--- config.mk ---
export PLATFORM = sky130hd
export DESIGN_NAME = bpc_pres
export DESIGN_NICKNAME = d
export VERILOG_FILES = /design/src/hdl/bpc_pkg.sv /design/src/hdl/bpc_pres.sv
export SDC_FILE = /design/constraint.sdc
export NUM_CORES = 2
export LEC_CHECK = 0
export ABC_AREA = 1
export BUFFER_PORTS_ARGS = -buffer_cell sky130_fd_sc_hd__buf_2
export CAP_MARGIN = 25
export CORE_MARGIN = 10
export CORE_UTILIZATION = 58
export DETAILED_ROUTE_END_ITERATION = 10
export GPL_ROUTABILITY_DRIVEN = 1
export PLACE_DENSITY = 0.76
export SETUP_SLACK_MARGIN = 0.15
export SLEW_MARGIN = 10
export SYNTH_ARGS = -nofsm -noshare
export SYNTH_HDL_FRONTEND = slang
export SYNTH_SLANG_ARGS = --single-unit
--- constraint.sdc ---
create_clock -name i_clk -period 18.2 [get_ports i_clk]
set_input_delay 0.91 -clock i_clk [delete_from_list [all_inputs] [get_ports i_clk]]
set_output_delay 0.91 -clock i_clk [all_outputs]
set_load 0.01 [all_outputs]
--- src/hdl/bpc_pkg.sv ---
// ============================================================================
// bpc_pkg
// Shared types and constants for the barometric pressure compensation core.
// ============================================================================
package bpc_pkg;

    // Config register indexes (byte address = 4 * index)
    localparam int            CFG_AW          = 5;
    localparam logic [2:0]    CFG_SENS        = 3'd0;
    localparam logic [2:0]    CFG_OFFSET      = 3'd1;
    localparam logic [2:0]    CFG_SENS_TC     = 3'd2;
    localparam logic [2:0]    CFG_OFFSET_TC   = 3'd3;
    localparam logic [2:0]    CFG_TREF        = 3'd4;
    localparam logic [2:0]    CFG_TEMPSENS    = 3'd5;

    // Temperature thresholds, 0.01 C
    localparam logic signed [18:0] TEMP_REF   = 19'sd2000;
    localparam logic signed [18:0] TEMP_VLOW  = -19'sd1500;

    // Second-order weights
    localparam logic [39:0]   OFF2_A_MUL      = 40'd5;
    localparam logic [39:0]   OFF2_B_MUL      = 40'd7;
    localparam logic [39:0]   SENS2_B_MUL     = 40'd11;

    // Scaling shifts
    localparam int            SHIFT_TREF      = 8;
    localparam int            SHIFT_T         = 23;
    localparam int            SHIFT_OFF_C     = 16;
    localparam int            SHIFT_SENS_C    = 15;
    localparam int            SHIFT_OFF       = 7;
    localparam int            SHIFT_SENS      = 8;
    localparam int            SHIFT_SQ        = 31;
    localparam int            SENS_SPLIT      = 20;
    localparam int            SHIFT_P1        = 21;
    localparam int            SHIFT_P2        = 15;

    // Edges from accepted start to result strobe
    localparam int            LATENCY         = 8;

    typedef struct packed {
        logic [23:0] pressure_raw;
        logic [23:0] temperature_raw;
    } t_sample;

    typedef struct packed {
        logic signed [18:0] temperature_centi;
        logic signed [31:0] pressure_pascal;
    } t_result;

    typedef struct packed {
        logic [15:0] sens;
        logic [15:0] offset;
        logic [15:0] sens_tc;
        logic [15:0] offset_tc;
        logic [15:0] tref;
        logic [15:0] tempsens;
    } t_cfg;

    // First-order results
    typedef struct packed {
        logic               valid;
        logic [23:0]        d1;
        logic signed [18:0] temp1;
        logic [17:0]        t2;
        logic signed [39:0] off;
        logic signed [38:0] sens;
    } t_first;

    // After second-order correction
    typedef struct packed {
        logic               valid;
        logic [23:0]        d1;
        logic signed [18:0] temp;
        logic signed [39:0] off;
        logic signed [38:0] sens;
    } t_second;

endpackage

--- src/hdl/bpc_pres.sv ---
// ============================================================================
// bpc_pres
// Stages 6-8: D1*SENS as two partial products, then the final scaling.
// ============================================================================
module bpc_pres import bpc_pkg::*; (
    input  logic    i_clk,
    input  logic    i_rst_n,
    input  t_second i_second,
    output t_result o_result,
    output logic    o_valid
);

    // stage 6
    logic               r_s6_valid;
    logic signed [18:0] r_s6_temp;
    logic signed [39:0] r_s6_off;
    logic [43:0]        r_s6_lo;
    logic signed [43:0] r_s6_hi;

    // stage 7
    logic               r_s7_valid;
    logic signed [18:0] r_s7_temp;
    logic signed [39:0] r_s7_off;
    logic signed [42:0] r_s7_q;
    logic signed [63:0] n_prod;
    logic signed [63:0] n_q;

    // stage 8
    logic               r_s8_valid;
    t_result            r_s8;
    logic signed [43:0] n_diff;
    logic signed [43:0] n_p;

    always_ff @(posedge i_clk) begin
        if (!i_rst_n) begin
            r_s6_valid <= 1'b0;
            r_s7_valid <= 1'b0;
            r_s8_valid <= 1'b0;
        end else begin
            r_s6_valid <= i_second.valid;
            r_s7_valid <= r_s6_valid;
            r_s8_valid <= r_s7_valid;
        end
    end

    always_comb begin
        n_prod = (64'(r_s6_hi) <<< SENS_SPLIT) + $signed(64'(r_s6_lo));
        n_q    = n_prod >>> SHIFT_P1;
        n_diff = 44'(r_s7_q) - 44'(r_s7_off);
        n_p    = n_diff >>> SHIFT_P2;
    end

    always_ff @(posedge i_clk) begin
        r_s6_temp <= i_second.temp;
        r_s6_off  <= i_second.off;
        r_s6_lo   <= i_second.d1 * i_second.sens[SENS_SPLIT-1:0];
        r_s6_hi   <= $signed({1'b0, i_second.d1}) * $signed(i_second.sens[38:SENS_SPLIT]);
        r_s7_temp <= r_s6_temp;
        r_s7_off  <= r_s6_off;
        r_s7_q    <= 43'(n_q);
        r_s8.temperature_centi <= r_s7_temp;
        r_s8.pressure_pascal   <= 32'(n_p);
    end

    assign o_result = r_s8;
    assign o_valid  = r_s8_valid;

endmodule

# Word-level counts from Yosys, hierarchy flattened

Cells that the tools add are included.

Bits in registers: 300
Input bits: 125
Output and inout bits: 52

$add $sub $neg: 2
Multiply operators: 2

Operators with widths:

| kind           | count |
|---|---|
| $add 64x45->64 | 1 |
| $mul 24x20->44 | 1 |
| $mul 25x19->44 | 1 |
| $sub 43x40->44 | 1 |

# Longest topological paths before layout

Depth in word-level cells: 1
Depth in mapped cells: 28
Mapped depth without buffers: 26

# Worst setup path after synthesis

Ideal clock, no wire load.

Path type: input to register
Start: in i_second[105] in the netlist's numbering
End: reg r_s6_lo[31]
Library setup time: 0.112 ns
Data arrival time: 6.224 ns
Slack: 11.864 ns
Cell stages on the path: 23
Path buffers: 2
Cells stage by stage: clkbuf_1 -> buf_1 -> nand2_1 -> fa_1 -> inv_1 -> fa_1 -> fa_1 -> fa_1 -> fa_1 -> fa_1 -> inv_1 -> fa_1 -> inv_1 -> ha_1 -> nand2_1 -> nor2_2 -> nand2_1 -> nor3_1 -> o21ai_1 -> nand3_1 -> nand3_1 -> nand3_1 -> nand2_1

Longest elaborated chain between the ends: 1

Ends and longest elaborated chain:

| element              | line           | source |
|---|---|---|
| start, declared      | bpc_pres.sv:8  | `input t_second i_second,` |
| $mul 24x20->44       | bpc_pres.sv:56 | `r_s6_lo <= i_second.d1 * i_second.sens[SENS_SPLIT-1:0];` |
| end signal, assigned | bpc_pres.sv:56 |  |
| end, declared        | bpc_pres.sv:17 | `logic [43:0] r_s6_lo;` |

Every way passes these cells.
A chain may end at the register's enable or synchronous reset.

# Worst setup path after layout

Ends and elaborated chain as after synthesis.

==> flow_summary.json <==
{
  "clock_path_buffers": 3,
  "cap_viol_max_count": 0,
  "drt-met1-wl_um": 50110,
  "ys_async_sr_fraction": 0,
  "seq_area_frac_synth": 0.1297,
  "post_cts_buffers": 0,
  "cp_max_fo": 39,
  "nets": 6958,
  "final_util": 0.6158,
  "wl_met3_um": 10330,
  "met2WireLength_um": 53110,
  "first_iter_violations": 2961,
  "dr_total_vias": 35280,
  "stdcell_count": 6667,
  "wirelength_um": 116900,
  "clkTransAtPathRegs_ns": 0.07,
  "core-area_sq_mm": 0.07420,
  "netlist_area_sq_mm": 0.04320,
  "ys_types": 50,
  "final-setup-viol-count": 0,
  "clk_latency_ns": 0.55,
  "worstSetupEndpointType": "flip-flop",
  "startpoint_type": "input pin",
  "cts_max_level": 1,
  "grt_use_total": 0.2790,
  "worstHoldPathType": "reg -> reg",
  "antenna_cells": 0,
  "io_pins": 177,
  "path_cells": "buf_2 -> nand2_1 -> fa_1 -> inv_1 -> fa_1 -> fa_1 -> fa_1 -> fa_1 -> fa_1 -> inv_1 -> fa_1 -> inv_1 -> ha_1 -> nand2_1 -> nor2_2 -> nand2_1 -> nor3_1 -> o21ai_1 -> nand3_1 -> nand3_1 -> nand3_1 -> nand2_1",
  "dieHeight_um": 292.9,
  "drive_gt1_frac": 0.05195,
  "fmax_ghz": 0.1479,
  "initial_utilization": 0.5823,
  "drc_errors": 0,
  "dieArea_sq_mm": 0.08581,
  "synth_nets": 6914,
  "slowest_stage": "buf_2",
  "rsz0062_at_grt": "no",
  "tightest_slew_ns": 1.148,
  "dr.pass1.iters": 6,
  "crit_path_max_incr_delay_ns": 0.83,
  "cts_buffers": 27,
  "ys_seq_elements": 280,
  "topRoutingLayerUsed": "met4",
  "maxSlewViolCount": 0,
  "crit_required_ns": 18.65,
  "synth_edf_count": 0,
  "hold_viol_final": 0,
  "finalCritPeriodShare": 0.3716,
  "min_period_ns": 6.763,
  "worstHoldStart": "r_s6_temp[12]$_DFF_P_",
  "grt_max_degree": 40,
  "cp-startpoint": "i_second[105]",
  "grt_pass1_wl_um": 193600,
  "dp_cells": 6615,
  "synthCells": 5635,
  "worst_path_dominant_cell_family": "adder cells",
  "cts-root-buf": "clkbuf_16",
  "fp.dieW_um": 292.9,
  "cts_resized": 0,
  "avgSynthCellArea_sq_um": 7.667,
  "r2r_start": "r_s6_lo[21]$_DFF_P_",
  "rows": 100,
  "tns_ns": 0,
  "skew_ns": 0.01634,
  "antenna_found_initial": 0,
  "hold_buffers": 0,
  "cts_tree": "built",
  "grt_pass1_vias": 37180,
  "dpl.hpwl_um": 92690,
  "cpMostUsedCell": "fa_1",
  "cts.sinks": 280,
  "path_buf_inv": 4,
  "worstSetupPathType": "in -> reg",
  "holdWs_ns": 0.3239,
  "via_per_inst": 5.291,
  "outcome": "completed",
  "syn_to_final_growth_pct": 5.755,
  "yosys_most_used_dff": "dfxtp_1",
  "synth_warnings": 0,
  "overflow": 0,
  "gp_congestion": 0.9355,
  "maxSlewHeadroom": 0.2344,
  "numPortBuffers": 176,
  "ant_nets": 0,
  "wl_per_cell_um": 17.53,
  "crit_arrival_ns": 7.21
}
==> stage by stage <==
stage,worst slack (ns),cell area (sq um)
global placement,10.99,44710
finish,11.44,45690
CTS,11.43,45590
global route,11.15,45690
floorplan,11.86,43200
detailed placement,10.86,44710
==> synth_stat cells, types with 5 or more instances <==
cell type | count | area [sq um]
inv_1 | 1547 | 5807
nand2_1 | 1487 | 5582
fa_1 | 765 | 15310
ha_1 | 389 | 4867
dfxtp_1 | 280 | 5605
nor2_1 | 268 | 1006
a21oi_1 | 205 | 1026
clkbuf_1 | 149 | 559.3
nand3_1 | 113 | 565.5
o21ai_0 | 109 | 545.5
xor2_1 | 69 | 604.3
nand4_1 | 38 | 237.7
nor3_1 | 33 | 165.2
buf_1 | 24 | 90.09
xnor2_1 | 21 | 183.9
o21a_1 | 14 | 105.1
a21o_1 | 13 | 97.59
o21bai_1 | 10 | 75.07
or2_2 | 10 | 62.56
nand2_2 | 8 | 50.05
nor2_2 | 8 | 50.05
o21ai_1 | 8 | 40.04
inv_2 | 7 | 26.28
a21boi_0 | 5 | 37.54
a31oi_1 | 5 | 31.28
nand3b_1 | 5 | 37.54
==> registers in the layout (all words and copies together), names as in the netlist <==
| signal | count |
|---|---|
| r_s7_valid | 1 |
| r_s6_valid | 1 |
| o_valid | 1 |
| r_s6_hi | 44 |
| r_s6_off | 40 |
| r_s7_q | 43 |
| r_s7_temp | 19 |
| o_result | 48 |
| r_s7_off | 40 |
| r_s6_lo | 24 |
| r_s6_temp | 19 |
==> cell families after synthesis <==
logic type,count (synthesis),share of synthesized area
compound gates,387,0.04938
flops,280,0.1297
simple gates,1993,0.1847
buf+inv,1731,0.1507
xor+xnor,90,0.01825
fa+ha+maj,1154,0.4671
==> path summary, 6_finish.rpt <==
check | endpoint | slack, ns | cells after the start
worst min-delay path | r_s7_temp[12]$_DFF_P_ | 0.32 | 0
worst max register to register | r_s7_q[33]$_DFF_P_ | 15.82 | 10
worst max-delay path | r_s6_lo[31]$_DFF_P_ | 11.44 | 22
worst min register to register | r_s7_temp[12]$_DFF_P_ | 0.32 | 0
==> area by class of cell <==
cell class                      count  area [sq um]
Fill cell                        6596         28510
Sequential cell                   280          5605
Timing Repair Buffer              192          1074
Clock buffer                       35         775.7
Inverter                         1554          5833
Multi-Input combinational cell   3624         31080
Tap cell                          969          1212
Clock inverter                     13         103.9
==> metal layers <==
metal	GRT usage	vias to the layer above
met5	0	-
met4	0.07356	0
met3	0.04491	217
met2	0.4550	1540
met1	0.3831	17110
li1	-	16410
==> cell usage in the layout, fill, tap and decap left out, types with 12 or more instances in the layout <==
| master | n |
|---|---|
| inv_1 | 1547 |
| nand2_1 | 1487 |
| fa_1 | 765 |
| ha_1 | 389 |
| dfxtp_1 | 280 |
| nor2_1 | 268 |
| a21oi_1 | 205 |
| buf_2 | 176 |
| nand3_1 | 113 |
| o21ai_0 | 109 |
| xor2_1 | 69 |
| nand4_1 | 38 |
| nor3_1 | 33 |
| clkbuf_16 | 27 |
| xnor2_1 | 21 |
| o21a_1 | 14 |
| a21o_1 | 13 |
| buf_4 | 12 |
Power is left out: the tool's default activity adds up to more than one toggle a clock period on the data nets, which glitch-free logic cannot reach.
