## src/hdl/bpc_pkg.sv

```systemverilog
// ============================================================================
// bpc_pkg
// Shared types and constants for the barometric pressure compensation core.
// ============================================================================
package bpc_pkg;

    // Config register indexes (byte address = 4 * index)
    localparam int            CFG_AW          = 5;
    localparam logic [2:0]    CFG_SENS        = 3'd0;
    localparam logic [2:0]    CFG_OFFSET      = 3'd1;
    localparam logic [2:0]    CFG_SENS_TC     = 3'd2;
    localparam logic [2:0]    CFG_OFFSET_TC   = 3'd3;
    localparam logic [2:0]    CFG_TREF        = 3'd4;
    localparam logic [2:0]    CFG_TEMPSENS    = 3'd5;

    // Temperature thresholds, 0.01 C
    localparam logic signed [18:0] TEMP_REF   = 19'sd2000;
    localparam logic signed [18:0] TEMP_VLOW  = -19'sd1500;

    // Second-order weights
    localparam logic [39:0]   OFF2_A_MUL      = 40'd5;
    localparam logic [39:0]   OFF2_B_MUL      = 40'd7;
    localparam logic [39:0]   SENS2_B_MUL     = 40'd11;

    // Scaling shifts
    localparam int            SHIFT_TREF      = 8;
    localparam int            SHIFT_T         = 23;
    localparam int            SHIFT_OFF_C     = 16;
    localparam int            SHIFT_SENS_C    = 15;
    localparam int            SHIFT_OFF       = 7;
    localparam int            SHIFT_SENS      = 8;
    localparam int            SHIFT_SQ        = 31;
    localparam int            SENS_SPLIT      = 20;
    localparam int            SHIFT_P1        = 21;
    localparam int            SHIFT_P2        = 15;

    // Edges from accepted start to result strobe
    localparam int            LATENCY         = 8;

    typedef struct packed {
        logic [23:0] pressure_raw;
        logic [23:0] temperature_raw;
    } t_sample;

    typedef struct packed {
        logic signed [18:0] temperature_centi;
        logic signed [31:0] pressure_pascal;
    } t_result;

    typedef struct packed {
        logic [15:0] sens;
        logic [15:0] offset;
        logic [15:0] sens_tc;
        logic [15:0] offset_tc;
        logic [15:0] tref;
        logic [15:0] tempsens;
    } t_cfg;

    // First-order results
    typedef struct packed {
        logic               valid;
        logic [23:0]        d1;
        logic signed [18:0] temp1;
        logic [17:0]        t2;
        logic signed [39:0] off;
        logic signed [38:0] sens;
    } t_first;

    // After second-order correction
    typedef struct packed {
        logic               valid;
        logic [23:0]        d1;
        logic signed [18:0] temp;
        logic signed [39:0] off;
        logic signed [38:0] sens;
    } t_second;

endpackage

```

## src/hdl/bpc_regs.sv

```systemverilog
// ============================================================================
// bpc_regs
// APB register file holding the six calibration words.
// ============================================================================
module bpc_regs import bpc_pkg::*; (
    input  logic              i_clk,
    input  logic              i_rst_n,
    input  logic              psel,
    input  logic              penable,
    input  logic              pwrite,
    input  logic [CFG_AW-1:0] paddr,
    input  logic [31:0]       pwdata,
    output logic [31:0]       prdata,
    output logic              pready,
    output t_cfg              o_cfg
);

    t_cfg       r_cfg;
    logic       n_wr;
    logic [2:0] n_idx;

    assign pready = 1'b1;
    assign n_wr   = psel && penable && pwrite;
    assign n_idx  = paddr[CFG_AW-1:2];
    assign o_cfg  = r_cfg;

    always_ff @(posedge i_clk) begin
        if (!i_rst_n) begin
            r_cfg <= '0;
        end else if (n_wr) begin
            unique case (n_idx)
                CFG_SENS:      r_cfg.sens      <= pwdata[15:0];
                CFG_OFFSET:    r_cfg.offset    <= pwdata[15:0];
                CFG_SENS_TC:   r_cfg.sens_tc   <= pwdata[15:0];
                CFG_OFFSET_TC: r_cfg.offset_tc <= pwdata[15:0];
                CFG_TREF:      r_cfg.tref      <= pwdata[15:0];
                CFG_TEMPSENS:  r_cfg.tempsens  <= pwdata[15:0];
                default: ;  // unmapped: ignored
            endcase
        end
    end

    always_comb begin
        unique case (n_idx)
            CFG_SENS:      prdata = {16'h0, r_cfg.sens};
            CFG_OFFSET:    prdata = {16'h0, r_cfg.offset};
            CFG_SENS_TC:   prdata = {16'h0, r_cfg.sens_tc};
            CFG_OFFSET_TC: prdata = {16'h0, r_cfg.offset_tc};
            CFG_TREF:      prdata = {16'h0, r_cfg.tref};
            CFG_TEMPSENS:  prdata = {16'h0, r_cfg.tempsens};
            default:       prdata = '0;
        endcase
    end

endmodule

```

## config.mk

```make
export PLATFORM = sky130hd
export DESIGN_NAME = bpc_regs
export DESIGN_NICKNAME = d
export VERILOG_FILES = /design/src/hdl/bpc_pkg.sv /design/src/hdl/bpc_regs.sv
export SDC_FILE = /design/constraint.sdc
export NUM_CORES = 1
export LEC_CHECK = 0
export ABC_AREA = 1
export BUFFER_PORTS_ARGS = -buffer_cell sky130_fd_sc_hd__buf_2
export CELL_PAD_IN_SITES_DETAIL_PLACEMENT = 1
export CELL_PAD_IN_SITES_GLOBAL_PLACEMENT = 1
export CORE_MARGIN = 2
export CORE_UTILIZATION = 37
export CTS_BUF_LIST = sky130_fd_sc_hd__clkbuf_8 sky130_fd_sc_hd__clkbuf_16
export CTS_CLUSTER_DIAMETER = 60
export DETAILED_ROUTE_END_ITERATION = 12
export PLACE_DENSITY = 0.85
export SLEW_MARGIN = 20
export SYNTH_ARGS = -nofsm -noshare
export SYNTH_HDL_FRONTEND = slang
export SYNTH_SLANG_ARGS = --single-unit
```

## constraint.sdc

```tcl
create_clock -name i_clk -period 5.95 [get_ports i_clk]
set_clock_uncertainty 0.15 [all_clocks]
set_input_delay 1.785 -clock i_clk [delete_from_list [all_inputs] [get_ports i_clk]]
set_output_delay 1.785 -clock i_clk [all_outputs]
set_load 0.05 [all_outputs]
```

# ---- After elaboration in Yosys (flattened, before gate mapping)
# Index checks and enable logic that the tools add are counted.
dict set report op_classes {
  muxes 1
  n_reduce_logical 9
  eq_ne 5
}
# operator count
set op_table {}
lappend op_table {{$pmux W16 S6} 1}
lappend op_table {{$reduce_and A2 Y1} 6}
lappend op_table {{$eq A3 B2 Y1 const B} 2}
lappend op_table {{$eq A3 B3 Y1 const B} 2}
lappend op_table {{$eq A3 B1 Y1 const B} 1}
lappend op_table {{$logic_not A3 Y1} 1}
lappend op_table {{$logic_and A1 B1 Y1} 2}
dict set report totals {
  register_bits 96
  word_cells 21
  output_inout_bits 129
  input_bits 42
}

# ---- Longest topological paths before layout
dict set report depth {
  word_depth 3
  ltp_mapped 9
  mapped_depth_nobuf 7
}

# ---- Worst setup path before layout
# No wires, ideal clock.
dict set report synth_timing {
  path_kind {input-to-output}
  from {in paddr[3]}
  to {out prdata[4]}
  required_time_ns 4.015
  t_arrival_ns 2.880
  n_path_buf 3
  stages 8
  path_slack_ns 1.135
  cell_sequence {buf_6 > inv_2 > buf_2 > buf_4 > nand4_1 > nand2_1 > nor2_1 > nand2_1}
}
dict set report synth_via {
  elab_chain_cells 2
  elab_cells_between_ends 7
  cone_classes {eq/ne: 5; mux: 1; reduce/logical: 1}
}
# element line
set synth_rtl {}
lappend synth_rtl {{start, declared} bpc_regs.sv:11} ;# input logic [CFG_AW-1:0] paddr,
lappend synth_rtl {{$eq A3 B3 Y1 (tied with other cells)} bpc_regs.sv:44} ;# unique case (n_idx)
lappend synth_rtl {{$pmux W16 S6 (*)} bpc_regs.sv:44}
lappend synth_rtl {{end, declared} bpc_regs.sv:13} ;# output logic [31:0] prdata,
# Mark *: on every way between the ends. The rest lies on a longest branch, timed or not.

# ---- Worst setup path after layout
dict set report layout_timing {
  from {in paddr[3]}
  to {out prdata[5]}
}
# The elaborated chain is that of the path after synthesis.

==> key figures <==
CTS
  – Clock slew at reported path FFs: 0.07 ns
  – Post-cts sizing count: 0
  – CTS tree: built
  – Clock sink count: 96
  – Skew-Pair Late Insertion Delay: 0.35 ns
  – Clk buf depth: 2
  – Num CTS Buffers: 9
  – Setup bufs post-CTS: 0
  – CTS hold repair buffers: 0
  – Clk root buf: clkbuf_16
  – Max H-tree Level: 3

Setup path
  – Slowest stage delay, CP: 0.34 ns
  – Critical Path Stages: 8
  – CP cell instances: buf_2, inv_2, buf_4, nand4_1, nand2_1, nor2_1, nand2_1, buf_2
  – Worst-path cell with the longest stage delay: buf_4
  – CP Launch Type: input pin
  – R2R Path Start: o_cfg[93]
  – Start point of the critical path: paddr[3]
  – CP Capture Type: output pin
  – Required time of the worst setup path: 4.01 ns
  – Buffer and inverter count on the worst path: 4
  – Crit path max fanout: 21
  – Reg-to-reg critical path endpoint: o_cfg[93]
  – CP Capture Point: prdata[5]
  – Critical Path AT: 3.38 ns
  – R2R setup slack: 5.14 ns
  – WS Path Type: input pin to output pin
  – R2R depth: 2
  – Delay-heaviest family, CP: buffers and inverters

Route
  – ANT nets after route: 0
  – DR vias/cell: 5.14
  – TritonRoute pass-1 iters: 5
  – Routed vias: 5424
  – Initial drt markers: 395
  – Post-Route WL: 19300 µm
  – DRC viols: 0
  – WL per Instance: 18.3 µm

Timing
  – Final period util: 0.894
  – Clock period minus worst slack: 5.32 ns
  – Fin. Hold Viols: 0
  – Rel. slew slack: 0.372
  – FMAX: 188 MHz
  – RSZ-0062 raised after global routing: false
  – Final setup viols: 0
  – Slew Viols, Final: 0
  – Slew @ Worst Pin: 0.943 ns
  – Setup_tns: 0 ns
  – Worst hold slack: 0.350 ns

Logic synthesis
  – Synth Instances: 773
  – Seq/Total Area, Yosys: 0.386
  – Yosys reg bits: 96
  – YS warnings: 0
  – Distinct cells, synth: 19
  – Average size of a mapped cell: 6.44 µm²
  – Mapped Area: 4980 µm²

Place
  – Placed Instances: 1039
  – Placer Congestion: 0.856
  – Cell Area, Placed: 5550 µm²
  – Buffers on Ports: 135
  – Final HPWL DP: 13500 µm

Status
  – Status: finished clean

Final layout
  – Largest register FFs: 96
  – Final Cell Area: 5880 µm²
  – Share of cells above drive strength 1: 0.204
  – Final net count: 916
  – Sequential Area: 1920 µm²
  – Area occupied by multi-input gates: 2530 µm²
  – Fillcell total: 1810
  – Antenna diode count: 0
  – Non-filler cells, final: 1055
  – P&R area growth vs syn: 18.1%

Power
  – P_leak: 2.96 nW
  – Comb power frac: 0.129
  – Power share of the clock group: 0.424
  – Worst VDD drop: 0.114 mV
  – Sw frac: 0.283
  – Power density over cell area: 251 nW/µm²
  – Sequential share of power: 0.446
  – Internal Pwr Total: 0.00106 W
  – Psw: 0.000418 W

Floorplanning
  – Core area: 13200 µm²
  – Die width: 120 µm
  – I/O pins: 171
  – Die area: 14400 µm²
  – Initial Utilization: 0.378
  – Rows: 42
  – Vert. Die Dim: 120 µm

Job
  – Max Cap Viol: 0

Global routing
  – Largest net degree at the start of global routing: 68
  – First-pass GRT wire length: 29200 µm
  – GR Overflow Total: 0
  – Total GRT Usage: 0.268
  – Initial antenna violation count: 1
  – Vias in the first global route: 5134

Hold path
  – Hold crit path type: flop to flop
## synthesized netlist by cell type (all sizes together)
cell type / n / share of area
nor2: 231 / 0.19
nand2: 193 / 0.15
nand3: 100 / 0.11
dfxtp: 96 / 0.39
buf: 65 / 0.087
inv: 36 / 0.027
nand4: 33 / 0.041
a21oi: 12 / 0.012
clkbuf: 5 / 0.0038
conb: 2 / 0.0015
## worst register-to-register path: cells and delay by family, from the launching register on
| kind | cells | cell delay (ns) |
|---|---|---|
| and+or+nand+nor | 2 | 0.19 |
| DFF | 1 | 0.40 |
## power by group through the flow
| stage | clock network, W | registers [W] | logic [W] |
|---|---|---|---|
| floorplan | 0 | 0.000700 | 0.000122 |
| global placement | 0 | 0.000672 | 0.000186 |
| detailed placement | 0 | 0.000673 | 0.000188 |
| CTS | 0.000630 | 0.000658 | 0.000189 |
| global route | 0.000657 | 0.000659 | 0.000203 |
| finish | 0.000625 | 0.000658 | 0.000191 |
## layout make-up
class                           count  share of cell area
Clock buffer                       13              0.0476
Clock inverter                      3             0.00659
Inverter                           36              0.0232
Multi-Input combinational cell    586               0.431
Sequential cell                    96               0.327
Tap cell                          176              0.0374
Timing Repair Buffer              145               0.128
## worst min-delay path by stage
stage / slack [ns] / cells after the start / endpoint / startpoint
2_1_floorplan: 0.56 / 2 / o_cfg[33] / o_cfg[33]
3_3_place_gp: 0.34 / 2 / o_cfg[34] / o_cfg[34]
3_5_place_dp: 0.34 / 2 / o_cfg[87] / o_cfg[87]
4_1_cts: 0.35 / 2 / o_cfg[87] / o_cfg[87]
5_1_grt: 0.37 / 2 / o_cfg[32] / o_cfg[32]
6_report: 0.35 / 2 / o_cfg[87] / o_cfg[87]
## placed cells by master, fill, tap and decap left out
cell	count
nor2_1	220
nor2_4	11
buf_2	135
clkbuf_16	9
nand3_4	1
nand2_2	1
nand2_1	192
bufinv_16	1
nand3_1	96
clkbuf_8	4
nand4_1	33
inv_1	34
buf_4	10
conb_1	17
inv_2	2
clkinv_2	2
dfxtp_1	96
a21oi_1	12
nand3_2	3
## per-stage QoR
stage | setup slack (ns) | utilization | power, W
2_1_floorplan | 1.13 | - | 0.000822
3_3_place_gp | 0.342 | 0.421 | 0.000859
3_5_place_dp | 0.305 | 0.421 | 0.000861
4_1_cts | 0.305 | 0.445 | 0.00148
5_1_grt | 0.525 | 0.446 | 0.00152
6_report | 0.633 | 0.446 | 0.00147
## cell families (layout without fill, tap and decap cells)
| family | after synthesis | count (layout) | share of synthesized area |
|---|---|---|---|
| buf+inv | 106 | 197 | 0.118 |
| compound gates | 12 | 12 | 0.0121 |
| other cells | 2 | 17 | 0.00151 |
| flops | 96 | 96 | 0.386 |
| simple gates | 557 | 557 | 0.482 |
## routing by layer
layer | vias up | share of wire | global-route usage
met3 | 36 | 0.070 | 0.0585
li1 | 2598 | - | -
met4 | 2 | 0.038 | 0.119
met5 | - | 0.00067 | 0
met1 | 2602 | 0.43 | 0.342
met2 | 186 | 0.46 | 0.433
Power figures use the tool's default switching activity.
