File: src/hdl/bpc_pkg.sv
// ============================================================================
// bpc_pkg
// Shared types and constants for the barometric pressure compensation core.
// ============================================================================
package bpc_pkg;

    // Config register indexes (byte address = 4 * index)
    localparam int            CFG_AW          = 5;
    localparam logic [2:0]    CFG_SENS        = 3'd0;
    localparam logic [2:0]    CFG_OFFSET      = 3'd1;
    localparam logic [2:0]    CFG_SENS_TC     = 3'd2;
    localparam logic [2:0]    CFG_OFFSET_TC   = 3'd3;
    localparam logic [2:0]    CFG_TREF        = 3'd4;
    localparam logic [2:0]    CFG_TEMPSENS    = 3'd5;

    // Temperature thresholds, 0.01 C
    localparam logic signed [18:0] TEMP_REF   = 19'sd2000;
    localparam logic signed [18:0] TEMP_VLOW  = -19'sd1500;

    // Second-order weights
    localparam logic [39:0]   OFF2_A_MUL      = 40'd5;
    localparam logic [39:0]   OFF2_B_MUL      = 40'd7;
    localparam logic [39:0]   SENS2_B_MUL     = 40'd11;

    // Scaling shifts
    localparam int            SHIFT_TREF      = 8;
    localparam int            SHIFT_T         = 23;
    localparam int            SHIFT_OFF_C     = 16;
    localparam int            SHIFT_SENS_C    = 15;
    localparam int            SHIFT_OFF       = 7;
    localparam int            SHIFT_SENS      = 8;
    localparam int            SHIFT_SQ        = 31;
    localparam int            SENS_SPLIT      = 20;
    localparam int            SHIFT_P1        = 21;
    localparam int            SHIFT_P2        = 15;

    // Edges from accepted start to result strobe
    localparam int            LATENCY         = 8;

    typedef struct packed {
        logic [23:0] pressure_raw;
        logic [23:0] temperature_raw;
    } t_sample;

    typedef struct packed {
        logic signed [18:0] temperature_centi;
        logic signed [31:0] pressure_pascal;
    } t_result;

    typedef struct packed {
        logic [15:0] sens;
        logic [15:0] offset;
        logic [15:0] sens_tc;
        logic [15:0] offset_tc;
        logic [15:0] tref;
        logic [15:0] tempsens;
    } t_cfg;

    // First-order results
    typedef struct packed {
        logic               valid;
        logic [23:0]        d1;
        logic signed [18:0] temp1;
        logic [17:0]        t2;
        logic signed [39:0] off;
        logic signed [38:0] sens;
    } t_first;

    // After second-order correction
    typedef struct packed {
        logic               valid;
        logic [23:0]        d1;
        logic signed [18:0] temp;
        logic signed [39:0] off;
        logic signed [38:0] sens;
    } t_second;

endpackage

File: src/hdl/bpc_second.sv
// ============================================================================
// bpc_second
// Stages 4-5: second-order corrections below 20.00 C and below -15.00 C.
// ============================================================================
module bpc_second import bpc_pkg::*; (
    input  logic    i_clk,
    input  logic    i_rst_n,
    input  t_first  i_first,
    output t_second o_second
);

    // stage 4: squares
    logic               r_valid;
    logic [23:0]        r_d1;
    logic signed [18:0] r_temp1;
    logic [17:0]        r_t2;
    logic signed [39:0] r_off;
    logic signed [38:0] r_sens;
    logic               r_low;
    logic               r_vlow;
    logic [35:0]        r_aa;
    logic [35:0]        r_bb;
    logic signed [19:0] n_a;
    logic signed [19:0] n_b;
    logic signed [39:0] n_aa;
    logic signed [39:0] n_bb;

    // stage 5
    t_second            r_s5;
    logic [39:0]        n_aa5;
    logic [39:0]        n_bb7;
    logic [39:0]        n_bb11;
    logic [39:0]        n_off2;
    logic [39:0]        n_sens2;
    logic signed [39:0] n_sens40;

    assign n_a  = 20'(i_first.temp1) - 20'(TEMP_REF);
    assign n_b  = 20'(i_first.temp1) - 20'(TEMP_VLOW);
    assign n_aa = n_a * n_a;
    assign n_bb = n_b * n_b;

    // stage 5 register: only the valid bit is reset
    always_ff @(posedge i_clk) begin
        if (!i_rst_n) begin
            r_valid    <= 1'b0;
            r_s5.valid <= 1'b0;
        end else begin
            r_valid    <= i_first.valid;
            r_s5.valid <= r_valid;
        end
        r_s5.d1   <= r_d1;
        r_s5.temp <= r_low ? (r_temp1 - $signed({1'b0, r_t2})) : r_temp1;
        r_s5.off  <= r_off - $signed(n_off2);
        r_s5.sens <= 39'(n_sens40);
    end

    always_ff @(posedge i_clk) begin
        r_d1    <= i_first.d1;
        r_temp1 <= i_first.temp1;
        r_t2    <= i_first.t2;
        r_off   <= i_first.off;
        r_sens  <= i_first.sens;
        r_low   <= i_first.temp1 < TEMP_REF;
        r_vlow  <= i_first.temp1 < TEMP_VLOW;
        r_aa    <= 36'(n_aa);
        r_bb    <= 36'(n_bb);
    end

    // squares are non-negative, so the divides are plain shifts
    always_comb begin
        n_aa5    = 40'(r_aa) * OFF2_A_MUL;
        n_bb7    = 40'(r_bb) * OFF2_B_MUL;
        n_bb11   = 40'(r_bb) * SENS2_B_MUL;
        n_off2   = (r_low  ? (n_aa5 >> 1) : '0) + (r_vlow ? n_bb7 : '0);
        n_sens2  = (r_low  ? (n_aa5 >> 2) : '0) + (r_vlow ? (n_bb11 >> 1) : '0);
        n_sens40 = 40'(r_sens) - $signed(n_sens2);
    end

    assign o_second = r_s5;

endmodule

File: config.mk
export PLATFORM = sky130hd
export DESIGN_NAME = bpc_second
export DESIGN_NICKNAME = d
export VERILOG_FILES = /design/src/hdl/bpc_pkg.sv /design/src/hdl/bpc_second.sv
export SDC_FILE = /design/constraint.sdc
export NUM_CORES = 2
export LEC_CHECK = 0
export ABC_AREA = 1
export BUFFER_PORTS_ARGS = -buffer_cell sky130_fd_sc_hd__buf_2
export CAP_MARGIN = 20
export CORE_MARGIN = 4
export CORE_UTILIZATION = 25
export DETAILED_ROUTE_END_ITERATION = 16
export HOLD_SLACK_MARGIN = 0.05
export PLACE_DENSITY_LB_ADDON = 0.25
export SYNTH_ARGS = -nofsm -noshare
export SYNTH_HDL_FRONTEND = slang
export SYNTH_SLANG_ARGS = --single-unit
File: constraint.sdc
create_clock -name i_clk -period 9.3 [get_ports i_clk]
set_clock_uncertainty 0.1 [all_clocks]
set_input_delay 1.86 -clock i_clk [delete_from_list [all_inputs] [get_ports i_clk]]
set_output_delay 1.86 -clock i_clk [all_outputs]
set_load 0.01 [all_outputs]
**Word level (Yosys, flattened, before mapping)**

Cells that the tools add are included.

- Register bits after elaboration: 338
- Latch bits: 0
- Bits in writable memories: 0
- Memory bits (read-only): 0
- Bits of input ports: 143
- Output and inout bits: 123
- Logic and storage cells: 34
- Memories: 0

- $add $sub $neg: 7
- $mul: 5
- Divide/modulo/power cells: 0
- $lt $le $gt $ge: 2
- Equal/unequal tests: 0
- Shift-type cells: 0
- Muxes and demuxes: 5
- Bitwise gates (word level): 0
- Reduce and logical (&&, ||, !) cells: 0

Operators with widths:

| cell | count |
|---|---|
| $mul 36x3->39 const B | 2 |
| $mux 39 | 2 |
| $mul 20x20->36 | 2 |
| $add 38x39->40 | 1 |
| $mul 36x4->40 const B | 1 |
| $sub 19x12->20 const B | 2 |
| $sub 40x40->40 | 1 |
| $add 37x39->39 | 1 |
| $sub 39x39->39 | 1 |
| $lt 19x12->1 const B | 2 |
| $mux 38 | 1 |
| $mux 37 | 1 |
| $mux 19 | 1 |
| $sub 19x19->19 | 1 |

**Depth between registers and ports, before layout**

- Depth after elaboration: 4
- Depth in mapped cells: 41
- Gate-level depth less buffers: 38

**Worst setup path after synthesis**

No wires, ideal clock.

- Path kind: input -> register
- From: input port i_first[99] in the netlist's numbering
- To: register r_bb[31]
- Library setup time: 0.117 ns
- Arrival time: 9.117 ns
- Required time: 9.083 ns
- Slack: -0.034 ns
- Stages on the path: 39
- Buffers on the path: 3
- Path through: inv_1 > clkbuf_1 > clkbuf_1 > ha_1 > inv_1 > nand2_1 > nand3_2 > nand2_1 > nand3_2 > nand2_1 > xor2_2 > inv_2 > buf_6 > nor2_4 > inv_1 > fa_1 > inv_1 > fa_1 > (+3 left out) > fa_1 > inv_1 > fa_1 > inv_1 > fa_1 > fa_1 > ha_1 > nand2_1 > nor3_1 > nand2_1 > nand2_1 > a21oi_1 > o21ai_0 > nand2_1 > inv_1 > nor2_1 > nand2_1 > nand2_1

- Word-level cells in the longest chain between the ends: 2

RTL lines:

| item | RTL line | source |
|---|---|---|
| start: declaration | bpc_second.sv:8 | `input t_first i_first,` |
| $sub 19x12->20 | bpc_second.sv:38 | `assign n_b = 20'(i_first.temp1) - 20'(TEMP_VLOW);` |
| $mul 20x20->36 | bpc_second.sv:40 | `assign n_bb = n_b * n_b;` |
| via n_bb[31] | bpc_second.sv:26 | `logic signed [39:0] n_bb;` |
| end signal: assignment | bpc_second.sv:66 | `r_bb <= 36'(n_bb);` |
| end: declaration | bpc_second.sv:22 | `logic [35:0] r_bb;` |

The timed path passes the listed nets, and every way through them passes these cells.
A chain may end at the register's enable or synchronous reset.

**Worst setup path in the final report**

- From: input port i_first[100] in the netlist's numbering
- To: register r_bb[34]

Same word-level chain as after synthesis.

==> metrics.txt <==
vias in the first global route=43900; CP arrival=9.05 ns; max_cap viols=0; die area=0.208 mm²; Seq/Total Area, Yosys=approximately an eighth; port bufs=265; DP Area=roughly 0.056 mm²; HP Class=flip-flop to flip-flop; initial antenna violation count=19; Yosys warning total=0; Netlist Area Pre-Place=slightly above 0.05 mm²; largest net degree at the start of global routing=77; Fin Setup TNS=0 ns; TritonCTS clock tree=yes; Async S/R FF share, synth=0%; critical path launch point=i_first[100]; largest family of logic cells by synthesized area=adder cells; row count=164; Yosys reg bits=roughly 330; Reg-to-Reg End=o_second[27]$_DFF_P_; slew of the pin with the lowest slew margin=roughly 1.2 ns; via count=a little over 40000; Synth Area in Simple Gates=~16%; starting DRC count in detailed routing=2341; Post-synth EDFFs=0; Finished Cell Area=about 0.057 mm²; Final Cycle Share=around 92%; Worst path slowest cell=fa_1; unrepaired setup endpoints after global routing=false; endpoints failing hold=0; critical path class=input port to flip-flop; CP startpoint kind=input port; largest cells by area after synthesis=fa_1 34%, dfxtp_1 13%, ha_1 12%, inv_1 11%, nand2_1 6.3%; Hold-fix buffers, CTS=0; top_reg_cell synth=dfxtp_1; gr usage total=around 16%; Post-Synthesis Cells=around 6200; total CTS buffers=40; Post-CTS Setup Inserts=0; FF-to-FF Start=r_bb[0]$_DFF_P_; reg-to-reg slack, setup=a little under 3 ns; TritonRoute pass-1 iters=6; XOR/XNOR Fraction of Synth Area=between 3 and 4%; crit end category=flip-flop; global-route wire length before repair=between 200000 and 300000 µm; area grow syn2layout=14.2%; # resized after CTS=0; fin. max-slew vios=0; CP peak stage delay=between 0.5 and 0.6 ns; grt total ovfl=0; Die H=between 400 and 500 µm; endpoints failing setup=0; CTS H-Tree Depth=2; Clock Latency Late Sink=between 0.6 and 0.7 ns; Die W=between 400 and 500 µm; complex-gate fraction of the synthesized area=under 10%; hpwl dp=~150000 µm; Crit Path Max Fanout=9; GP Congestion=about 0.93; clock buffer depth=3; mux contribution to synthesized area=0%; Sink Count=approximately 330; DRC=0; DR WL/cell=18.4 µm; final core utilization=approximately 29%; Synth area leader=fa_1; Worst R2R Path Depth=23; fin crit period=8.59 ns; FMAX=0.116 GHz; nets=8074; CP most frequent cell=inv_1; fill count=21800; Antenna Violating Nets Remaining=0; Unique masters post-synth=60; final WL=around 170000 µm; Critical Path End=r_bb[34]$_DFF_P_; Yosys top cell area share=around 34%; status=finished clean; Max transition margin=approximately 17%; I/O pin count=approximately 270; Initial Util=between 20% and 30%; Synth Area per Inst=8.11 µm²; worst path required time=a little under 10 ns; vias per cell=~4.4; ratio of cells with drive above 1 in the final layout=9.36%; Core ar.=~0.2 mm²; Root Buffer=clkbuf_16; Worst-path clk slew=around 0.060 ns; Post-Synth Adder-Cell Area=between 40% and 50%
-- logic make-up (layout without fill, tap and decap cells) --
logic type | count (synthesis) | after routing
simple gates | 1929 | 1929
buf+inv | 1579 | 2013
fa+ha+maj | 1326 | 1326
compound gates | 857 | 857
flops | 333 | 333
xor+xnor | 172 | 172
other cells | 1 | 11
-- through the flow --
stage	hold WS [ns]	instances	worst slack, ns
2_1_floorplan	0.210	6200	0.122
3_3_place_gp	0.211	9218	0.159
3_5_place_dp	0.215	9219	0.0756
4_1_cts	0.215	9290	0.770
5_1_grt	0.227	9293	0.247
6_report	0.215	9297	0.706
-- Yosys cell counts, types with 54 or more instances --
master / number
xor2_1: 113
nor2_1: 651
a21oi_1: 326
nand2_1: 840
nand3_1: 208
dfxtp_1: 333
o21ai_0: 266
a21o_1: 63
fa_1: 848
nor3_1: 54
xnor2_1: 57
inv_1: 1477
ha_1: 478
-- registers in the layout, indices dropped and copies added (netlist names), 18 cells and up --
register  count
r_bb         35
r_temp1      18
r_d1         24
o_second    123
r_t2         18
r_sens       39
r_aa         33
r_off        40
-- final cells by class --
class | count | area, µm² | area share [%]
clock buffers | 51 | 1110 | 1.94
inverters | 1499 | 5630 | 9.81
clock inverters | 20 | 330 | 0.575
multi-input cells | 4288 | 37600 | 65.5
flip-flops and latches | 333 | 6670 | 11.6
repair buffers | 443 | 2740 | 4.76
diodes | 7 | 17.5 | 0.0305
well taps | 2656 | 3320 | 5.78
-- worst min-delay path by stage --
stage / from / to / slack (ns) / cells after the start
after global placement: r_d1[18]$_DFF_P_ / o_second[116]$_DFF_P_ / 0.21 / 0
after global routing: r_d1[11]$_DFF_P_ / o_second[109]$_DFF_P_ / 0.23 / 0
after floorplan: r_d1[2]$_DFF_P_ / o_second[100]$_DFF_P_ / 0.21 / 0
final: r_d1[11]$_DFF_P_ / o_second[109]$_DFF_P_ / 0.22 / 0
after CTS: r_d1[11]$_DFF_P_ / o_second[109]$_DFF_P_ / 0.22 / 0
after detailed placement: r_d1[12]$_DFF_P_ / o_second[110]$_DFF_P_ / 0.21 / 0
-- placed cells by master (no fill, tap or decap), types with 46 or more instances in the layout --
master and count:
a21boi_0 49, a21o_1 63, a21oi_1 326, a31oi_1 48, buf_2 266, buf_4 171
dfxtp_1 331, fa_1 848, ha_1 478, inv_1 1476, nand2_1 840, nand3_1 208
nand4_1 46, nor2_1 651, nor3_1 54, o21ai_0 263, xnor2_1 57, xor2_1 113
-- critical path, delay by kind of cell --
family,cells,cell delay [ns]
buf+inv,10,0.75
xor+xnor,1,0.13
compound gates,1,0.20
simple gates,14,1.84
fa+ha+maj,9,4.24
-- layer usage --
metal  track usage (%)  vias to the layer above  part of all wire (%)  wire length (µm)
met3              2.18                      187                   4.7              7980
met1              22.3                    20100                    46             79100
met2              27.4                      946                    46             78300
met4              4.69                        0                   3.2              5430
li1                  -                    19900                     -                 -
met5                 0                        -                     0                 0
Power is not shown: default switching activity piles up to over one toggle a cycle in this logic, so the estimate is an artifact.
