**src/hdl/bpc_pkg.sv**
```systemverilog
// ============================================================================
// bpc_pkg
// Shared types and constants for the barometric pressure compensation core.
// ============================================================================
package bpc_pkg;

    // Config register indexes (byte address = 4 * index)
    localparam int            CFG_AW          = 5;
    localparam logic [2:0]    CFG_SENS        = 3'd0;
    localparam logic [2:0]    CFG_OFFSET      = 3'd1;
    localparam logic [2:0]    CFG_SENS_TC     = 3'd2;
    localparam logic [2:0]    CFG_OFFSET_TC   = 3'd3;
    localparam logic [2:0]    CFG_TREF        = 3'd4;
    localparam logic [2:0]    CFG_TEMPSENS    = 3'd5;

    // Temperature thresholds, 0.01 C
    localparam logic signed [18:0] TEMP_REF   = 19'sd2000;
    localparam logic signed [18:0] TEMP_VLOW  = -19'sd1500;

    // Second-order weights
    localparam logic [39:0]   OFF2_A_MUL      = 40'd5;
    localparam logic [39:0]   OFF2_B_MUL      = 40'd7;
    localparam logic [39:0]   SENS2_B_MUL     = 40'd11;

    // Scaling shifts
    localparam int            SHIFT_TREF      = 8;
    localparam int            SHIFT_T         = 23;
    localparam int            SHIFT_OFF_C     = 16;
    localparam int            SHIFT_SENS_C    = 15;
    localparam int            SHIFT_OFF       = 7;
    localparam int            SHIFT_SENS      = 8;
    localparam int            SHIFT_SQ        = 31;
    localparam int            SENS_SPLIT      = 20;
    localparam int            SHIFT_P1        = 21;
    localparam int            SHIFT_P2        = 15;

    // Edges from accepted start to result strobe
    localparam int            LATENCY         = 8;

    typedef struct packed {
        logic [23:0] pressure_raw;
        logic [23:0] temperature_raw;
    } t_sample;

    typedef struct packed {
        logic signed [18:0] temperature_centi;
        logic signed [31:0] pressure_pascal;
    } t_result;

    typedef struct packed {
        logic [15:0] sens;
        logic [15:0] offset;
        logic [15:0] sens_tc;
        logic [15:0] offset_tc;
        logic [15:0] tref;
        logic [15:0] tempsens;
    } t_cfg;

    // First-order results
    typedef struct packed {
        logic               valid;
        logic [23:0]        d1;
        logic signed [18:0] temp1;
        logic [17:0]        t2;
        logic signed [39:0] off;
        logic signed [38:0] sens;
    } t_first;

    // After second-order correction
    typedef struct packed {
        logic               valid;
        logic [23:0]        d1;
        logic signed [18:0] temp;
        logic signed [39:0] off;
        logic signed [38:0] sens;
    } t_second;

endpackage

```
**src/hdl/bpc_first.sv**
```systemverilog
// ============================================================================
// bpc_first
// Stages 1-3: dT, the four dT products, first-order TEMP/OFF/SENS.
// ============================================================================
module bpc_first import bpc_pkg::*; (
    input  logic    i_clk,
    input  logic    i_rst_n,
    input  logic    i_valid,
    input  t_sample i_sample,
    input  t_cfg    i_cfg,
    output t_first  o_first
);

    // stage 1
    logic               r_s1_valid;
    logic [23:0]        r_s1_d1;
    logic signed [24:0] r_s1_dt;
    logic signed [24:0] n_dt;

    // stage 2
    logic               r_s2_valid;
    logic [23:0]        r_s2_d1;
    logic signed [41:0] r_s2_pt;
    logic signed [41:0] r_s2_poff;
    logic signed [41:0] r_s2_psens;
    logic signed [49:0] r_s2_psq;

    // stage 3
    t_first             r_s3;
    t_first             n_s3;
    logic signed [41:0] n_tsh;
    logic signed [41:0] n_offsh;
    logic signed [41:0] n_senssh;
    logic signed [49:0] n_sqsh;

    assign n_dt = $signed({1'b0, i_sample.temperature_raw})
                - $signed({1'b0, i_cfg.tref, {SHIFT_TREF{1'b0}}});

    // stage 3 register: only the valid bit is reset
    always_ff @(posedge i_clk) begin
        if (!i_rst_n) begin
            r_s1_valid <= 1'b0;
            r_s2_valid <= 1'b0;
            r_s3.valid <= 1'b0;
        end else begin
            r_s1_valid <= i_valid;
            r_s2_valid <= r_s1_valid;
            r_s3.valid <= n_s3.valid;
        end
        r_s3.d1    <= n_s3.d1;
        r_s3.temp1 <= n_s3.temp1;
        r_s3.t2    <= n_s3.t2;
        r_s3.off   <= n_s3.off;
        r_s3.sens  <= n_s3.sens;
    end

    always_ff @(posedge i_clk) begin
        r_s1_d1    <= i_sample.pressure_raw;
        r_s1_dt    <= n_dt;
        r_s2_d1    <= r_s1_d1;
        r_s2_pt    <= r_s1_dt * $signed({1'b0, i_cfg.tempsens});
        r_s2_poff  <= r_s1_dt * $signed({1'b0, i_cfg.offset_tc});
        r_s2_psens <= r_s1_dt * $signed({1'b0, i_cfg.sens_tc});
        r_s2_psq   <= r_s1_dt * r_s1_dt;
    end

    always_comb begin
        n_tsh      = r_s2_pt    >>> SHIFT_T;
        n_offsh    = r_s2_poff  >>> SHIFT_OFF;
        n_senssh   = r_s2_psens >>> SHIFT_SENS;
        n_sqsh     = r_s2_psq   >>> SHIFT_SQ;
        n_s3.valid = r_s2_valid;
        n_s3.d1    = r_s2_d1;
        n_s3.temp1 = TEMP_REF + 19'(n_tsh);
        n_s3.t2    = 18'(n_sqsh);
        n_s3.off   = $signed({8'h0, i_cfg.offset, {SHIFT_OFF_C{1'b0}}}) + 40'(n_offsh);
        n_s3.sens  = $signed({8'h0, i_cfg.sens, {SHIFT_SENS_C{1'b0}}}) + 39'(n_senssh);
    end

    assign o_first = r_s3;

endmodule

```
**config.mk**
```make
export PLATFORM = sky130hd
export DESIGN_NAME = bpc_first
export DESIGN_NICKNAME = d
export VERILOG_FILES = /design/src/hdl/bpc_pkg.sv /design/src/hdl/bpc_first.sv
export SDC_FILE = /design/constraint.sdc
export NUM_CORES = 2
export LEC_CHECK = 0
export BUFFER_PORTS_ARGS = -buffer_cell sky130_fd_sc_hd__buf_2
export CAP_MARGIN = 10
export CELL_PAD_IN_SITES_DETAIL_PLACEMENT = 1
export CELL_PAD_IN_SITES_GLOBAL_PLACEMENT = 1
export CORE_MARGIN = 2
export CORE_UTILIZATION = 40
export CTS_CLUSTER_SIZE = 14
export DETAILED_ROUTE_END_ITERATION = 16
export HOLD_SLACK_MARGIN = 0.05
export PLACE_DENSITY = 0.73
export RECOVER_POWER = 50
export SLEW_MARGIN = 20
export SYNTH_ARGS = -nofsm -noshare
export SYNTH_HDL_FRONTEND = slang
export SYNTH_SLANG_ARGS = --single-unit
```
**constraint.sdc**
```tcl
create_clock -name i_clk -period 9 [get_ports i_clk]
set_input_delay 1.8 -clock i_clk [delete_from_list [all_inputs] [get_ports i_clk]]
set_output_delay 1.8 -clock i_clk [all_outputs]
set_load 0.02 [all_outputs]
```
# Word-level counts from Yosys, hierarchy flattened
# Cells that the tools add are included.
# Widths: inputs -> output; s select.
[word_totals] register_bits=391 latchBits=0 mem_bits_rw=0 rom_bits=0 input_bits=147 output_inout_bits=141 wordCells=23 n_memories=0
[op_classes] add_sub_neg=4 n_mul=4 div_mod_pow=0 magnitude_cmp=0 n_eq_ne=0 n_shift=0 mux=0 n_bitwise=0 reduce_logical=0
[op_table] operator="$mul 25x17->42" count=3
[op_table] operator="$mul 25x25->49" count=1
[op_table] operator="$add 33x35->36" count=1
[op_table] operator="$add 32x34->35" count=1
[op_table] operator="$sub 24x24->25" count=1
[op_table] operator="$add 12x19->19 const A" count=1

# Longest topological paths before layout
[logic_depth] word_depth=1 ltp_mapped=28 ltp_nobuf=26

# Worst setup path after synthesis
# Ideal clock, no wire load.
[synth_timing] path_kind="input to register" from="input port i_cfg[37] (netlist name)" to="register r_s2_poff[37]" arrival_time_ps=7597 required_time_ps=8928 path_slack_ps=1330 path_stages=24 n_path_buf=2 path_cell_list="clkbuf_1 -> clkbuf_1 -> nand2_1 -> fa_1 -> inv_1 -> fa_1 -> inv_1 -> fa_1 -> inv_1 -> fa_1 -> inv_1 -> fa_1 -> inv_1 -> fa_1 -> ha_1 -> a21o_1 -> a22o_1 -> o41ai_4 -> o22ai_2 -> nor4b_4 -> o31ai_1 -> or2_1 -> a21oi_2 -> xnor2_1"
[synth_via] elab_chain_len=1
[synth_lines] element="from (decl)" line="bpc_first.sv:10" source="input t_cfg i_cfg,"
[synth_lines] element="$mul 25x17->42" line="bpc_first.sv:62" source="r_s2_poff <= r_s1_dt * $signed({1'b0, i_cfg.offset_tc});"
[synth_lines] element="to (signal assigned)" line="bpc_first.sv:62"
[synth_lines] element="to (decl)" line="bpc_first.sv:24" source="logic signed [41:0] r_s2_poff;"
# Every way passes these cells.
# A chain may end at the register's enable or synchronous reset.

# Final worst setup path
[layout_timing] from="register r_s1_dt[5]" to="register r_s2_psq[48]"
[layout_via] elab_chain_len=1
[layout_lines] element="from (decl)" line="bpc_first.sv:17" source="logic signed [24:0] r_s1_dt;"
[layout_lines] element="from (signal assigned)" line="bpc_first.sv:59" source="r_s1_dt <= n_dt;"
[layout_lines] element="$mul 25x25->49" line="bpc_first.sv:64" source="r_s2_psq <= r_s1_dt * r_s1_dt;"
[layout_lines] element="to (signal assigned)" line="bpc_first.sv:64"
[layout_lines] element="to (decl)" line="bpc_first.sv:26" source="logic signed [49:0] r_s2_psq;"
# Every way passes these cells.

==> flow_metrics.py <==
metrics = {
    "clock_tree": {
        "clk_pin_slew_worst_setup_hold_paths_ps": 70,
        "cts.htree.levels": 2,
        "total_cts_buffers": 43,
        "max-clock-path-buffers": 3,
        "cts_num_sinks": 314,
        "cts_resized": 0,
        "clk-insertion-delay-late_ps": 680,
        "post_cts_hold_buffer_count": 0,
        "clockRootBuffer": "clkbuf_16",
        "tritoncts": "yes",
        "post-cts-setup-buffer-count": 0,
    },
    "setup_path": {
        "timing_worst_setup_path_type": "register to register",
        "worstSetupStartpointType": "register",
        "crit_path_max_fanout": 29,
        "cp_data_arrival_time_ps": 8910,
        "worst-r2r-cell-count": 18,
        "timing.critical_path.cells": "and2_1 -> fa_1 -> fa_1 -> inv_1 -> fa_1 -> inv_1 -> fa_1 -> fa_1 -> fa_1 -> fa_1 -> ha_1 -> a21oi_1 -> or3_1 -> a21oi_2 -> a21oi_2 -> o2111a_1 -> o211a_1 -> a211o_1",
        "crit_path_largest_cell_delay_ps": 970,
        "timing.critical_path.required_ps": 9560,
        "endpoint_type_of_the_worst_setup_path": "register",
        "crit_path_top_delay_cell": "fa_1",
        "critPathMostFrequentCell": "fa_1",
    },
    "synthesis": {
        "ys_ff_latch": 314,
        "async_set_reset_flop_share_out_of_synthesis_pct": 0,
        "synth.yosys.seq_area_share_pct": 9.04,
        "synth_edf_count": 0,
        "synthesis.nets": 9716,
        "synthDominantAreaCellType": "fa_1",
        "leading_cell_types_by_total_area_after_synthesis": "fa_1 51%, inv_1 11%, dfxtp_1 9.0%",
        "yosys.cell_types.count": 73,
        "yosys.area.top_type_share_pct": 50.8,
        "syn_area_per_cell_um2": 9.53,
        "syn-instance-count": 7300,
        "synthesis.yosys.warnings": 0,
        "synth.cell_area_um2": 69600,
        "synth_ff_type": "dfxtp_1",
    },
    "route": {
        "drc": 0,
        "detail_route.first_pass.iterations": 5,
        "routed_length_per_placed_instance_um": 19.8,
        "route.detailed.vias_per_inst": 4.93,
        "dr.first_iter.drc_count": 2165,
        "number_of_routed_nets_with_antenna_violations": 0,
        "drt_wl_total_um": 194000,
        "num_vias": 48200,
    },
    "finish": {
        "post_route_cells_drive_above_1_share_pct": 6.10,
        "flow.area_growth_from_synthesis_pct": 7.82,
        "final_cell_mix": "2023 x inv_1, 1767 x fa_1, 960 x nand2_1",
        "layout.cells.most_common": "inv_1",
        "finalNetCount": 9830,
        "filler_cell_count": 19900,
        "stdcell_count": 9777,
    },
    "sta": {
        "hold_violations": 0,
        "timing.final.ws_setup_ps": 645,
        "fin_tns_setup_ps": 0,
        "worst-slew-pin-transition_ps": 1130,
        "rsz_0062_raised_after_global_routing": "no",
        "fin_hold_ws_ps": 315,
        "timing.max_slew.rel_slack_pct": 24.1,
        "finalSetupViolCount": 0,
        "timing.fmax_mhz": 120,
        "fin_skew_ps": 36.6,
        "min_period_over_period_pct": 92.8,
        "period_needed_ps": 8350,
        "slew_violations": 0,
    },
    "floorplanning": {
        "overall_die_area_um2": 177000,
        "i_o_pins": 288,
        "start_util_pct": 40.2,
        "core_region_area_um2": 173000,
        "die_y_um": 421,
        "rows": 153,
        "die_width_um": 421,
    },
    "global_route": {
        "pin_count_of_the_biggest_net_entering_global_routing": 68,
        "grt_first_pass_wirelength_um": 317000,
        "number_of_global_route_vias_before_repair": 58000,
        "grt_use_total_pct": 22.8,
        "number_of_antenna_violations_at_the_first_check_in_global_routing": 19,
        "globalRoute.totalOverflow": 0,
    },
    "hold_path": {
        "hold-path-cell-count": 0,
        "hold_class": "register to register",
    },
    "placement": {
        "place_ws_ps": 470,
        "port_buffers": 287,
        "gp_congestion": 0.887,
        "place.detailed.instances": 9694,
        "detailed_place_hpwl_um": 159000,
    },
    "job": {
        "timing.max_cap.violations": 0,
    },
    "run_status": {
        "status": "finished clean",
    },
}
## worst max-delay path: cells and delay by family, from the launching register on
family,cells,cell delay (ps)
adders and majority gates,8,4520
buffers and inverters,2,570
DFF,1,960
AOI/OAI and AO/OA,6,1400
and+or+nand+nor,2,710
## synth_stat cells (all sizes together), types with 3 or more instances
| cell | count |
|---|---|
| a31oi | 13 |
| clkbuf | 311 |
| o21bai | 9 |
| nand2 | 960 |
| o2111ai | 3 |
| nand3 | 30 |
| xnor2 | 147 |
| and2 | 592 |
| fa | 1767 |
| o21a | 15 |
| a21o | 41 |
| nor3 | 28 |
| o41ai | 4 |
| nand3b | 3 |
| a211oi | 18 |
| nor2 | 93 |
| nand4 | 16 |
| and3 | 19 |
| o211a | 3 |
| a311o | 3 |
| a211o | 3 |
| buf | 12 |
| nor2b | 32 |
| dfxtp | 314 |
| ha | 502 |
| nand2b | 22 |
| and4 | 7 |
| o211ai | 9 |
| o311ai | 4 |
| o31ai | 4 |
| inv | 2023 |
| a21boi | 5 |
| or2 | 9 |
| xor2 | 59 |
| o21ai | 60 |
| a221o | 3 |
| or3 | 8 |
| nor4 | 4 |
| a21oi | 121 |
## final timing paths
| kind | start | endpoint | slack (ps) |
|---|---|---|---|
| setup / recovery | r_s1_dt[5] | r_s2_psq[48] | 650 |
| hold / removal | r_s2_poff[14] | o_first[46] | 310 |
| setup reg to reg | r_s1_dt[5] | r_s2_psq[48] | 650 |
| hold reg to reg | r_s2_poff[14] | o_first[46] | 310 |
## kinds of logic (layout without fill, tap and decap cells)
family                   count (synthesis)  after routing  share of synthesized area (%)
AO/OA/AOI/OAI                          334            334                           3.13
XOR/XNOR                               206            206                           2.59
other                                    0              5                              0
AND/OR/NAND/NOR                       1830           1830                           12.7
buffers and inverters                 2346           2493                           12.7
adder cells (fa/ha/maj)               2269           2269                           59.9
multiplexers                             1              1                         0.0144
flip-flops                             314            314                           9.04
## routing by layer
layer  GRT usage, %  vias up  part of all wire, %
met5              0        -                0.048
met4           7.62       16                  3.7
met3           2.84      344                  4.5
met2           40.1     1118                   51
met1           29.0    25800                   41
li1               -    21000                    -
## sequential cells by signal, indices dropped and copies added, names as in the netlist
| signal | cells |
|---|---|
| o_first | 133 |
| r_s2_valid | 1 |
| r_s2_pt | 19 |
| r_s1_d1 | 24 |
| r_s2_poff | 35 |
| r_s2_d1 | 24 |
| r_s1_valid | 1 |
| r_s2_psq | 18 |
| r_s2_psens | 34 |
| r_s1_dt | 25 |
## metrics by stage
step	util, %	area (um^2)
2_1_floorplan	-	69600
3_3_place_gp	42.5	73600
3_5_place_dp	42.5	73600
4_1_cts	43.3	75100
5_1_grt	43.3	75000
6_report	43.3	75000
## cell type report
type | count | area, um^2 | share of cell area, %
inverter | 2023 | 7590 | 10.1
tap | 2325 | 2910 | 3.88
antenna | 5 | 12.5 | 0.0167
clock buffer | 56 | 1210 | 1.62
timing repair buffer | 392 | 2210 | 2.94
multi-input combinational | 4640 | 54400 | 72.6
clock inverter | 22 | 302 | 0.402
sequential | 314 | 6320 | 8.43
Power is left out: the tool's default activity adds up to more than one toggle a clock period on the data nets, which glitch-free logic cannot reach.
